**src/sv/deq_pkg.sv**
```systemverilog
// Shared constants and types for the deduplicating event queue.
package deq_pkg;

  localparam int unsigned DEPTH = 16;
  localparam int unsigned IDX_W = (DEPTH > 1) ? $clog2(DEPTH) : 1;
  localparam int unsigned CNT_W = $clog2(DEPTH + 1);
  localparam int unsigned CODE_W = 8;

  localparam logic [CODE_W-1:0] EMPTY_CODE = 8'hFF;

  localparam logic MODE_PUSH = 1'b0;
  localparam logic MODE_POP  = 1'b1;

  // Access to the entry store for one cycle.
  typedef struct packed {
    logic              we;
    logic              clr;
    logic [IDX_W-1:0]  waddr;
    logic [CODE_W-1:0] wdata;
    logic [IDX_W-1:0]  raddr;
  } deq_store_cmd_t;

  typedef enum logic [4:0] {
    ST_IDLE    = 5'b00001,
    ST_SCAN    = 5'b00010,
    ST_CHECK   = 5'b00100,
    ST_POP_RD  = 5'b01000,
    ST_POP_OUT = 5'b10000
  } deq_state_t;

endpackage

```
**src/sv/deq_store.sv**
```systemverilog
// Entry store: one write port, one registered read port, per-entry valid bits.
module deq_store
  import deq_pkg::*;
(
  input  logic              clk,
  input  logic              rst_n,
  input  deq_store_cmd_t    cmd,
  output logic [CODE_W-1:0] rd_code
);

  logic [CODE_W-1:0] mem [DEPTH];
  logic [DEPTH-1:0]  vld_r;
  logic [CODE_W-1:0] rd_data_r;
  logic              rd_vld_r;

  always_ff @(posedge clk) begin
    if (cmd.we) begin
      mem[cmd.waddr] <= cmd.wdata;
    end
    rd_data_r <= mem[cmd.raddr];
  end

  always_ff @(posedge clk) begin
    if (!rst_n) begin
      vld_r    <= '0;
      rd_vld_r <= 1'b0;
    end else begin
      if (cmd.we) begin
        vld_r[cmd.waddr] <= 1'b1;
      end else if (cmd.clr) begin
        vld_r[cmd.waddr] <= 1'b0;
      end
      rd_vld_r <= vld_r[cmd.raddr];
    end
  end

  // an entry never written, or cleared by a pop, reads as empty
  assign rd_code = rd_vld_r ? rd_data_r : EMPTY_CODE;

endmodule

```
**src/sv/dedup_event_queue.sv**
```systemverilog
// Deduplicating event queue: top level with scan/pop sequencer.
//
//   channel  ports                                   handshake
//   input    in_mode, in_event_code                  start & !busy
//   result   out_event_out, out_stored               out_valid, one cycle
//
// A push scans entries 0..write index one compare per cycle through the
// store's single read port, then decides in ST_CHECK and strobes the result.
// A pop runs ST_POP_RD then ST_POP_OUT; an empty pop is answered from ST_IDLE.
// Reset marks every entry empty and zeroes both counts; no clearing pass.
// busy stays high until the result is registered; the receiver cannot stall.
module dedup_event_queue
  import deq_pkg::*;
(
  input  logic              clk,
  input  logic              rst_n,
  input  logic              start,
  output logic              busy,
  input  logic              in_mode,
  input  logic [CODE_W-1:0] in_event_code,
  output logic              out_valid,
  output logic [CODE_W-1:0] out_event_out,
  output logic              out_stored
);

  deq_state_t        state_r, state_nxt;
  logic [CNT_W-1:0]  wc_r, wc_nxt;
  logic [CNT_W-1:0]  rc_r, rc_nxt;
  logic [IDX_W-1:0]  idx_r, idx_nxt;
  logic [IDX_W-1:0]  pop_addr_r, pop_addr_nxt;
  logic              pop_clr_r, pop_clr_nxt;
  logic              dup_r, dup_nxt;
  logic              cmp_v_r, cmp_v_nxt;
  logic [CODE_W-1:0] code_r, code_nxt;
  logic              out_valid_r, out_valid_nxt;
  logic [CODE_W-1:0] out_event_r, out_event_nxt;
  logic              out_stored_r, out_stored_nxt;

  deq_store_cmd_t    cmd;
  logic [CODE_W-1:0] rd_code;
  logic              accept;
  logic              hit;

  deq_store u_store (
    .clk     (clk),
    .rst_n   (rst_n),
    .cmd     (cmd),
    .rd_code (rd_code)
  );

  assign busy   = (state_r != ST_IDLE);
  assign accept = start && !busy;
  assign hit    = cmp_v_r && (rd_code == code_r);

  always_comb begin
    state_nxt      = state_r;
    wc_nxt         = wc_r;
    rc_nxt         = rc_r;
    idx_nxt        = idx_r;
    pop_addr_nxt   = pop_addr_r;
    pop_clr_nxt    = pop_clr_r;
    dup_nxt        = dup_r;
    cmp_v_nxt      = 1'b0;
    code_nxt       = code_r;
    out_valid_nxt  = 1'b0;
    out_event_nxt  = out_event_r;
    out_stored_nxt = out_stored_r;

    cmd       = '0;
    cmd.raddr = (state_r == ST_SCAN) ? idx_r : pop_addr_r;
    cmd.waddr = (state_r == ST_CHECK) ? wc_r[IDX_W-1:0] : pop_addr_r;
    cmd.wdata = code_r;

    unique case (state_r)
      ST_IDLE: begin
        if (accept) begin
          code_nxt = in_event_code;
          if (in_mode == MODE_PUSH) begin
            if (wc_r >= CNT_W'(DEPTH)) begin
              wc_nxt = '0;
            end
            idx_nxt   = '0;
            dup_nxt   = 1'b0;
            state_nxt = ST_SCAN;
          end else if (rc_r >= CNT_W'(DEPTH)) begin
            // read count at depth: return entry 0, leave it in place
            rc_nxt       = '0;
            pop_addr_nxt = '0;
            pop_clr_nxt  = 1'b0;
            state_nxt    = ST_POP_RD;
          end else if (rc_r >= wc_r) begin
            rc_nxt         = '0;
            wc_nxt         = '0;
            out_valid_nxt  = 1'b1;
            out_event_nxt  = EMPTY_CODE;
            out_stored_nxt = 1'b0;
          end else begin
            pop_addr_nxt = rc_r[IDX_W-1:0];
            pop_clr_nxt  = 1'b1;
            rc_nxt       = rc_r + CNT_W'(1);
            state_nxt    = ST_POP_RD;
          end
        end
      end
      ST_SCAN: begin
        cmp_v_nxt = 1'b1;
        if (hit) begin
          dup_nxt = 1'b1;
        end
        if (CNT_W'(idx_r) == wc_r) begin
          state_nxt = ST_CHECK;
        end else begin
          idx_nxt = idx_r + IDX_W'(1);
        end
      end
      ST_CHECK: begin
        // last compare (the write slot itself) lands here
        out_valid_nxt  = 1'b1;
        out_event_nxt  = EMPTY_CODE;
        out_stored_nxt = !(dup_r || hit);
        if (!(dup_r || hit)) begin
          cmd.we = 1'b1;
          wc_nxt = wc_r + CNT_W'(1);
        end
        state_nxt = ST_IDLE;
      end
      ST_POP_RD: begin
        state_nxt = ST_POP_OUT;
      end
      ST_POP_OUT: begin
        cmd.clr        = pop_clr_r;
        out_valid_nxt  = 1'b1;
        out_event_nxt  = rd_code;
        out_stored_nxt = 1'b0;
        state_nxt      = ST_IDLE;
      end
      default: begin
        state_nxt = ST_IDLE;
      end
    endcase
  end

  always_ff @(posedge clk) begin
    if (!rst_n) begin
      state_r     <= ST_IDLE;
      wc_r        <= '0;
      rc_r        <= '0;
      cmp_v_r     <= 1'b0;
      out_valid_r <= 1'b0;
    end else begin
      state_r     <= state_nxt;
      wc_r        <= wc_nxt;
      rc_r        <= rc_nxt;
      cmp_v_r     <= cmp_v_nxt;
      out_valid_r <= out_valid_nxt;
    end
  end

  always_ff @(posedge clk) begin
    idx_r        <= idx_nxt;
    pop_addr_r   <= pop_addr_nxt;
    pop_clr_r    <= pop_clr_nxt;
    dup_r        <= dup_nxt;
    code_r       <= code_nxt;
    out_event_r  <= out_event_nxt;
    out_stored_r <= out_stored_nxt;
  end

  assign out_valid     = out_valid_r;
  assign out_event_out = out_event_r;
  assign out_stored    = out_stored_r;

endmodule

```
**config.mk**
```make
export PLATFORM = sky130hd
export DESIGN_NAME = dedup_event_queue
export DESIGN_NICKNAME = d
export VERILOG_FILES = /design/src/sv/deq_pkg.sv /design/src/sv/deq_store.sv /design/src/sv/dedup_event_queue.sv
export SDC_FILE = /design/constraint.sdc
export NUM_CORES = 1
export LEC_CHECK = 0
export ABC_AREA = 1
export BUFFER_PORTS_ARGS = -buffer_cell sky130_fd_sc_hd__clkbuf_2
export CAP_MARGIN = 30
export CORE_MARGIN = 1
export CORE_UTILIZATION = 45
export CTS_BUF_LIST = sky130_fd_sc_hd__clkbuf_8
export CTS_CLUSTER_SIZE = 10
export DETAILED_ROUTE_END_ITERATION = 12
export GPL_ROUTABILITY_DRIVEN = 0
export MAX_ROUTING_LAYER = met4
export PLACE_DENSITY = 0.66
export SYNTH_ARGS = -nofsm -noshare
export SYNTH_HDL_FRONTEND = slang
export SYNTH_SLANG_ARGS = --single-unit
```
**constraint.sdc**
```tcl
create_clock -name clk -period 3.4 [get_ports clk]
set_clock_uncertainty 0.15 [all_clocks]
set_input_delay 0.68 -clock clk [delete_from_list [all_inputs] [get_ports clk]]
set_output_delay 0.68 -clock clk [all_outputs]
set_load 0.1 [all_outputs]
```
==> impl_metrics.yaml, run 1 <==
critical_path:
  critPathLaunchType: "flop"
  cp_data_arrival_time_ns: 2.66
  worstSetupPathType: "flop to flop"
  r2r_cells: 10
  worstSetupEndpointType: "flop"
  reg2reg_slack_ns: 0.74
  crit_required_ns: 3.40
  crit_fanout: 18
  r2r-start: "code_r[5]"
  r2r_end: "u_store.mem[7][3]"
sta:
  relSlewSlack: 0.523
  timing.final.crit_share: 0.781
  setup_slack_ns: 0.743
  rsz0062_at_grt: "false"
  tightest_slew_ns: 0.713
  finalSetupTns_ns: 0
  finalSetupViolCount: 0
  finalMaxSlewViolations: 0
  finalHoldViolCount: 0
  min_period_ns: 2.66
  fmax_ghz: 0.376
grt:
  grt_max_degree: 69
  antenna_found_initial: 0
  grt_pass1_wl_um: 29700
  grt_overflow: 0
  grt_pass1_vias: 5488
  track_usage: 0.211
yosys:
  synth_ff_type: "edfxtp_1"
  ys_types: 40
  synthCells: 842
  synthTopCellsByCount: "edfxtp_1 (155), nand2_1 (127), inv_1 (126)"
  ys_seq_area_frac: 0.629
  yosysTopAreaCell: "edfxtp_1"
  synth_most_common_cell: "edfxtp_1"
  synth_edf_count: 155
  yosys-top-cells-area: "edfxtp_1 (53%), dfxtp_1 (9.6%), nand3_1 (5.6%)"
  yosys_register_bits: 197
  ys_warn_count: 0
  syn_nets: 863
  synth_top_area_frac: 0.532
  avgSynthCellArea_sq_um: 10.4
  async_reset_ff_frac: 0
  syn-cell-area_sq_um: 8740
floorplan:
  coreArea_sq_um: 18900
  start_util: 0.463
  fp.dieArea_sq_um: 20000
  ioPinCount: 23
  die_y_um: 141
  num_rows: 50
  die_w_um: 141
power_and_ir_drop:
  p_per_area_nw_per_um2: 672
  vdd_ir_drop_max_uv: 512
  swShare: 0.378
  p_int_uw: 3980
  p_leak_uw: 0.00372
  pwr-share-clk: 0.225
  combPwrFrac: 0.288
  p_switching_uw: 2420
  seq_power_share: 0.487
  p_total_uw: 6400
clock_network:
  insertion_delay_ns: 0.48
  ctsHoldBuffers: 0
  cts_made_buffers: 17
  cts_resized: 0
  clockBufferDepth: 2
  cts_setup_buffers: 0
  htree_levels: 4
  cts-root-buf: "clkbuf_8"
  clock_sinks: 197
  cts_tree: "done"
  cts.clk_slew.worst_paths_ns: 0.11
layout:
  fin_util: 0.504
  syn_to_final_growth_pct: 8.99
  drive_gt1_frac: 0.118
  final_area_sq_um: 9530
  nets: 886
  fillers: 1748
  antennaDiodeCount: 0
detailed_routing:
  detail-route-antenna-nets: 0
  vias_per_cell: 5.19
  routed_wirelength_um: 19600
  wl_per_cell_um: 17.2
  vias: 5906
  drtIter0Drc: 453
  route.detailed.drc: 0
  drt_pre_antenna_iters: 5
placement:
  dp_hpwl_um: 13800
  post-place-ws_ns: 0.767
  port_buffers: 22
  place_area_sq_um: 9140
hold_path:
  hold_end: "code_r[4]"
  hold_start: "in_event_code[4]"
  min_path_type: "input pin to flop"
  hold_depth: 1
run:
  cap_violations: 0
run_status:
  status: "finished clean"
[per-layer routing]
layer,wire length (um),vias to the layer above,track usage
li1,-,2939,-
met1,8690,2754,0.268
met2,9220,172,0.339
met3,1200,41,0.0388
met4,490,0,0.0758
met5,0,-,-
[placed cells by master, fill, tap and decap left out, types with 3 or more instances in the layout]
cell,instances
ha_1,9
o21ai_1,13
o21ai_4,3
clkbuf_8,17
clkinv_8,3
inv_2,12
clkinv_4,3
nor2_2,8
o211ai_1,32
inv_1,126
nand4_1,6
o21ai_2,4
nor2_4,4
inv_8,4
o21ai_0,43
nand2_1,127
nand3_1,97
buf_4,10
nor2_1,32
a21oi_1,65
dfxtp_1,42
edfxtp_1,155
a211oi_1,3
nand3b_1,7
clkbuf_2,22
xnor2_1,5
inv_6,4
[worst max path at each step]
stage	start	end	slack [ns]	cells past startpoint
5_1_grt	code_r[3]	u_store.mem[7][3]	0.53	10
4_1_cts	code_r[5]	u_store.mem[7][5]	0.74	10
2_1_floorplan	state_r[2]	out_event_out[0]	1.20	9
3_5_place_dp	code_r[5]	u_store.mem[7][0]	0.77	10
6_report	code_r[5]	u_store.mem[7][3]	0.74	10
3_3_place_gp	code_r[5]	u_store.mem[13][7]	0.82	10
[logic make-up after synthesis]
kind of cell             count (synthesis)  share of synthesized area
adder cells (fa/ha/maj)                  9                     0.0129
XOR/XNOR                                 6                    0.00601
buffers and inverters                  169                     0.0786
AND/OR/NAND/NOR                        293                      0.162
flip-flops                             197                      0.629
AO/OA/AOI/OAI                          168                      0.112
[power by group through the flow]
stage                     registers (uW)  clock network [uW]  logic (uW)
after floorplan                     3120                   0        1330
after global placement              3160                   0        1830
after detailed placement            3170                   0        1830
after CTS                           3110                1470        1830
after global routing                3140                1570        2050
final                               3120                1440        1840
[state kept, by name, summed over array words and instances, names as in the netlist, named ones only]
name	count
u_store.mem	128
code_r	8
out_event_out	8
u_store.rd_data_r	8
rc_r	5
state_r	5
wc_r	5
idx_r	4
pop_addr_r	4
cmp_v_r	1
dup_r	1
out_stored	1
out_valid	1
pop_clr_r	1
u_store.rd_vld_r	1
[per-stage QoR]
step	hold slack [ns]	std cells
2_1_floorplan	0.298	842
3_3_place_gp	0.320	1106
3_5_place_dp	0.324	1106
4_1_cts	0.208	1138
5_1_grt	0.199	1138
6_report	0.219	1138
[layout make-up]
cell class              count  area (sq um)  share of cell area
clock buffers              17           234              0.0246
well taps                 260           325              0.0341
repair buffers             34           225              0.0236
clock inverters            15           159              0.0167
multi-input cells         476          2570               0.270
inverters                 139           522              0.0548
flip-flops and latches    197          5500               0.577
[worst max-delay path, stage by stage (launching register included)]
cell and delay, ns:
edfxtp_1 0.79, nand3_1 0.16, nand2_1 0.09, inv_1 0.04, nand2_1 0.05, nor2_1 0.04
nand3_1 0.15, nand2_1 0.11, inv_2 0.30, nand3_1 0.17, inv_1 0.28
Power figures use the tool's default switching activity.
==> inputs of run 2 (changes only) <==
- PLACE_DENSITY: 0.66 -> 0.68
- clock period: 3.4 -> 2.19 ns (I/O delays scaled with it)
==> impl_metrics.yaml, run 2 (synthesized netlist as in run 1, its figures left out) <==
run_status:
  status: "finished clean"
critical_path:
  worstSetupEndpointType: "primary output"
  path_delay_family: "simple AND/OR/NAND/NOR gates"
  r2r_cells: 11
  r2r-start: "u_store.rd_vld_r"
  worstPathCellList: "buf_6, nor2_4, nand2_2, nor2_4, inv_4, clkbuf_16"
  cp_data_arrival_time_ns: 1.59
  worstSetupPathType: "flop to primary output"
  crit_start: "state_r[2]"
  cpPeakStageDelay_ns: 0.34
  crit_slowest_cell: "dfxtp_2"
  critPathLaunchType: "flop"
  reg2reg_slack_ns: 0.02
  crit_buf_inv: 3
  crit_required_ns: 1.60
  r2r_end: "u_store.mem[6][2]"
  crit_fanout: 5
  crit_top_cell: "nor2_4"
layout:
  regArea_sq_um: 5500
  largest_reg_flops: 128
  syn_to_final_growth_pct: 23.2
  final_common_cell: "edfxtp_1"
  fin_util: 0.570
  fillers: 1599
  fin_cells: 1245
  drive_gt1_frac: 0.252
  nets: 993
  multiInputGateArea_sq_um: 2740
  largest-register: "u_store.mem"
  final_cell_mix: "edfxtp_1 (155), nand2_1 (120), inv_1 (116)"
  antennaDiodeCount: 0
detailed_routing:
  wl_per_cell_um: 17.0
  detail-route-antenna-nets: 0
  drtIter0Drc: 614
  vias: 6523
  drt_pre_antenna_iters: 5
  routed_wirelength_um: 21100
  route.detailed.drc: 0
  vias_per_cell: 5.24
clock_network:
  cts_made_buffers: 17
  insertion_delay_ns: 0.48
  clockBufferDepth: 2
  cts-root-buf: "clkbuf_8"
  clock_sinks: 197
  htree_levels: 4
  cts_tree: "done"
  cts.clk_slew.worst_paths_ns: 0.10
floorplan:
  die_y_um: 141
  ioPinCount: 23
  start_util: 0.463
  num_rows: 50
  fp.dieArea_sq_um: 20000
  coreArea_sq_um: 18900
  die_w_um: 141
sta:
  finalHoldViolCount: 0
  finalMaxSlewViolations: 0
  finalSetupViolCount: 0
  finalSetupTns_ns: 0
  min_period_ns: 2.18
  relSlewSlack: 0.630
  timing.final.crit_share: 0.994
  tightest_slew_ns: 0.558
  hold_ws_ns: 0.131
  rsz0062_at_grt: "true"
  fmax_ghz: 0.460
grt:
  track_usage: 0.218
  grt_overflow: 0
  grt_pass1_wl_um: 31800
  grt_pass1_vias: 6027
  grt_max_degree: 47
  antenna_found_initial: 0
power_and_ir_drop:
  p_leak_uw: 0.00427
  p_per_area_nw_per_um2: 1010
  vdd_ir_drop_max_uv: 800
hold_path:
  hold_depth: 3
  hold_end: "state_r[3]"
  min_path_type: "input pin to flop"
  hold_start: "start"
placement:
  dp_hpwl_um: 14100
  port_buffers: 22
  dp.cells: 1171
run:
  cap_violations: 0
-- run 2: cell count changes in the layout (fill, tap and decap cells not counted), sizes merged --
cell / delta
buf: +96
dlygate4sd3: +8
clkinvlp: +2
clkbuf: +1
inv: -1
nand3: +1
-- run 2: area by class of cell --
cell class / instances / area share
Tap cell: 260 / 0.0302
Sequential cell: 197 / 0.511
Clock inverter: 15 / 0.0148
Clock buffer: 17 / 0.0217
Timing Repair inverter: 1 / 0.000697
Multi-Input combinational cell: 477 / 0.254
Inverter: 139 / 0.0510
Timing Repair Buffer: 139 / 0.117
-- run 2: how the worst max path moves through the flow --
stage | endpoint | slack, ns | cells after the start
finish | busy | 0.01 | 6
global route | busy | -0.07 | 6
CTS | busy | -0.04 | 6
detailed placement | u_store.mem[8][6] | -0.15 | 9
global placement | u_store.mem[2][2] | -0.09 | 10
floorplan | out_event_out[0] | 0.07 | 9
-- run 2: per-layer routing --
layer  track usage  wire length [um]
met5             -                 0
met4        0.0826               520
met3        0.0418              1000
met2         0.365             10700
met1         0.263              8930
-- run 2: report_power, final --
group          switching, uW  leakage (uW)  internal [uW]
sequential               248       0.00172           4480
clock                   1440      0.000196            857
combinational           2400       0.00235           1480
-- run 2: worst register-to-register path: stages, from the launching register on --
cell and delay, ns:
dfxtp_4 0.39, inv_4 0.07, nor2_2 0.11, nand2_1 0.07, nand2_1 0.09, nand2_1 0.07
nor2_2 0.10, nand3_2 0.15, nand2_4 0.15, clkinvlp_4 0.26, nand3_2 0.21, inv_4 0.09
-- run 2: metrics by stage --
| step | power, uW | worst slack [ns] | cell area (sq um) |
|---|---|---|---|
| 2_1_floorplan | 6920 | 0.0726 | 8750 |
| 3_3_place_gp | 8120 | -0.0871 | 9790 |
| 3_5_place_dp | 8160 | -0.155 | 9790 |
| 4_1_cts | 10500 | -0.0417 | 10300 |
| 5_1_grt | 11500 | -0.0749 | 10800 |
| 6_report | 10900 | 0.0140 | 10800 |
-- run 2: repair_timing --
| item | in CTS | in global routing |
|---|---|---|
| endpoints found under the hold margin | 8 | 0 |
| cloned | 1 | 2 |
| buffers inserted | 1 | 31 |
| endpoints found under the setup margin | 130 | 154 |
| hold buffers | 8 | 0 |
| resized for setup | 21 | 58 |
| pin swaps | 2 | 20 |
==> inputs of run 3 (changes only) <==
- MAX_ROUTING_LAYER: met4 -> default
- RECOVER_POWER: default -> 100
==> impl_metrics.yaml, run 3 (synthesized netlist as in run 1, its figures left out) <==
floorplan:
  fp.dieArea_sq_um: 20000
  num_rows: 50
  die_w_um: 141
  die_y_um: 141
  start_util: 0.463
  ioPinCount: 23
  coreArea_sq_um: 18900
power_and_ir_drop:
  swShare: 0.376
  seq_power_share: 0.438
  vdd_ir_drop_max_uv: 784
  p_leak_uw: 0.00420
  combPwrFrac: 0.351
  p_per_area_nw_per_um2: 1010
  p_int_uw: 6750
  pwr-share-clk: 0.211
  p_switching_uw: 4060
critical_path:
  r2r-start: "state_r[2]"
  cp_data_arrival_time_ns: 1.58
  crit_start: "state_r[2]"
  crit_slowest_cell: "dfxtp_2"
  path_delay_family: "simple AND/OR/NAND/NOR gates"
  cpPeakStageDelay_ns: 0.34
  critPathLaunchType: "flop"
  crit_fanout: 5
  worstSetupEndpointType: "primary output"
  worstSetupPathType: "flop to primary output"
  worstPathCellList: "buf_6, nor2_4, nand2_2, nor2_4, inv_4, clkbuf_16"
  crit_top_cell: "nor2_4"
  crit_required_ns: 1.60
  reg2reg_slack_ns: 0.03
  crit_buf_inv: 3
sta:
  rsz0062_at_grt: "true"
  finalSetupTns_ns: 0
  fmax_ghz: 0.462
  finalMaxSlewViolations: 0
  timing.final.crit_share: 0.989
  tightest_slew_ns: 1.01
  setup_slack_ns: 0.0245
  relSlewSlack: 0.328
  finalHoldViolCount: 0
  min_period_ns: 2.17
  finalSetupViolCount: 0
grt:
  grt_max_degree: 47
  grt_pass1_vias: 6018
  antenna_found_initial: 0
  grt_overflow: 0
  grt_pass1_wl_um: 31800
  track_usage: 0.212
detailed_routing:
  detail-route-antenna-nets: 0
  drtIter0Drc: 650
  route.detailed.drc: 0
  vias_per_cell: 5.18
  drt_pre_antenna_iters: 4
  vias: 6444
  routed_wirelength_um: 21100
  wl_per_cell_um: 17.0
clock_network:
  cts.clk_slew.worst_paths_ns: 0.10
  cts_made_buffers: 17
  clockBufferDepth: 2
  insertion_delay_ns: 0.48
  cts-root-buf: "clkbuf_8"
  cts_tree: "done"
  clock_sinks: 197
  htree_levels: 4
layout:
  final_cell_mix: "edfxtp_1 (155), nand2_1 (120), inv_1 (116)"
  drive_gt1_frac: 0.235
  antennaDiodeCount: 0
  largest-register: "u_store.mem"
  largest_reg_flops: 128
  final_common_cell: "edfxtp_1"
  nets: 991
  fillers: 1610
  fin_util: 0.566
  syn_to_final_growth_pct: 22.4
hold_path:
  min_path_type: "input pin to flop"
  hold_start: "start"
placement:
  port_buffers: 22
  dp_hpwl_um: 14100
  post-place-ws_ns: -0.155
run_status:
  status: "finished clean"
run:
  cap_violations: 0
run 3: cell count changes in the layout (fill, tap and decap cells not counted), sizes merged:
cell and change:
clkbuf +17, buf -19
run 3: metrics by stage:
stage	instance area, sq um	total power [uW]	cells	hold WS (ns)
CTS	10300	10500	1213	0.107
floorplan	8750	6920	842	0.298
global route	10700	11400	1243	0.134
detailed placement	9790	8160	1171	0.320
finish	10700	10800	1243	0.123
global placement	9790	8120	1171	0.311
run 3: power groups by stage:
stage | logic [uW] | registers [uW] | clock network, uW
finish | 3790 | 4740 | 2280
global route | 4180 | 4760 | 2450
CTS | 3490 | 4720 | 2320
detailed placement | 3360 | 4800 | 0
global placement | 3320 | 4800 | 0
floorplan | 2070 | 4850 | 0
run 3: worst reg2reg max path: stages, from the launching register on:
cell	delay [ns]
dfxtp_2	0.35
inv_1	0.07
nor2_4	0.13
nand3_4	0.18
o21ai_4	0.31
inv_4	0.10
nor2_8	0.19
nand3_1	0.16
inv_2	0.11
buf_12	0.13
run 3: final cells by class:
class | instances | area (sq um) | share of cell area
Clock buffer | 17 | 234 | 0.0219
Clock inverter | 15 | 159 | 0.0148
Inverter | 139 | 549 | 0.0513
Multi-Input combinational cell | 477 | 2740 | 0.256
Sequential cell | 197 | 5500 | 0.514
Tap cell | 260 | 325 | 0.0304
Timing Repair Buffer | 137 | 1180 | 0.111
Timing Repair inverter | 1 | 7.51 | 0.000702
run 3: final timing paths:
path,cells after the start,to
min reg2reg,2,flop
min,3,state_r[3]
max,6,busy
max reg2reg,9,u_store.mem[0][2]
run 3: routing by layer:
layer	part of all wire	vias up	global-route usage
met1	0.43	3093	0.262
met4	0.023	0	0.0826
met3	0.042	32	0.0418
met2	0.51	166	0.365
met5	0	-	0
li1	-	3153	-
run 3: repair_timing:
item,4_1_cts,5_1_grt
setup buffers,1,29
pin swaps,2,20
endpoints found under the setup margin,130,154
gates resized for setup,21,58
hold endpoints to repair,8,0
gates cloned,1,2
hold buffers,8,0
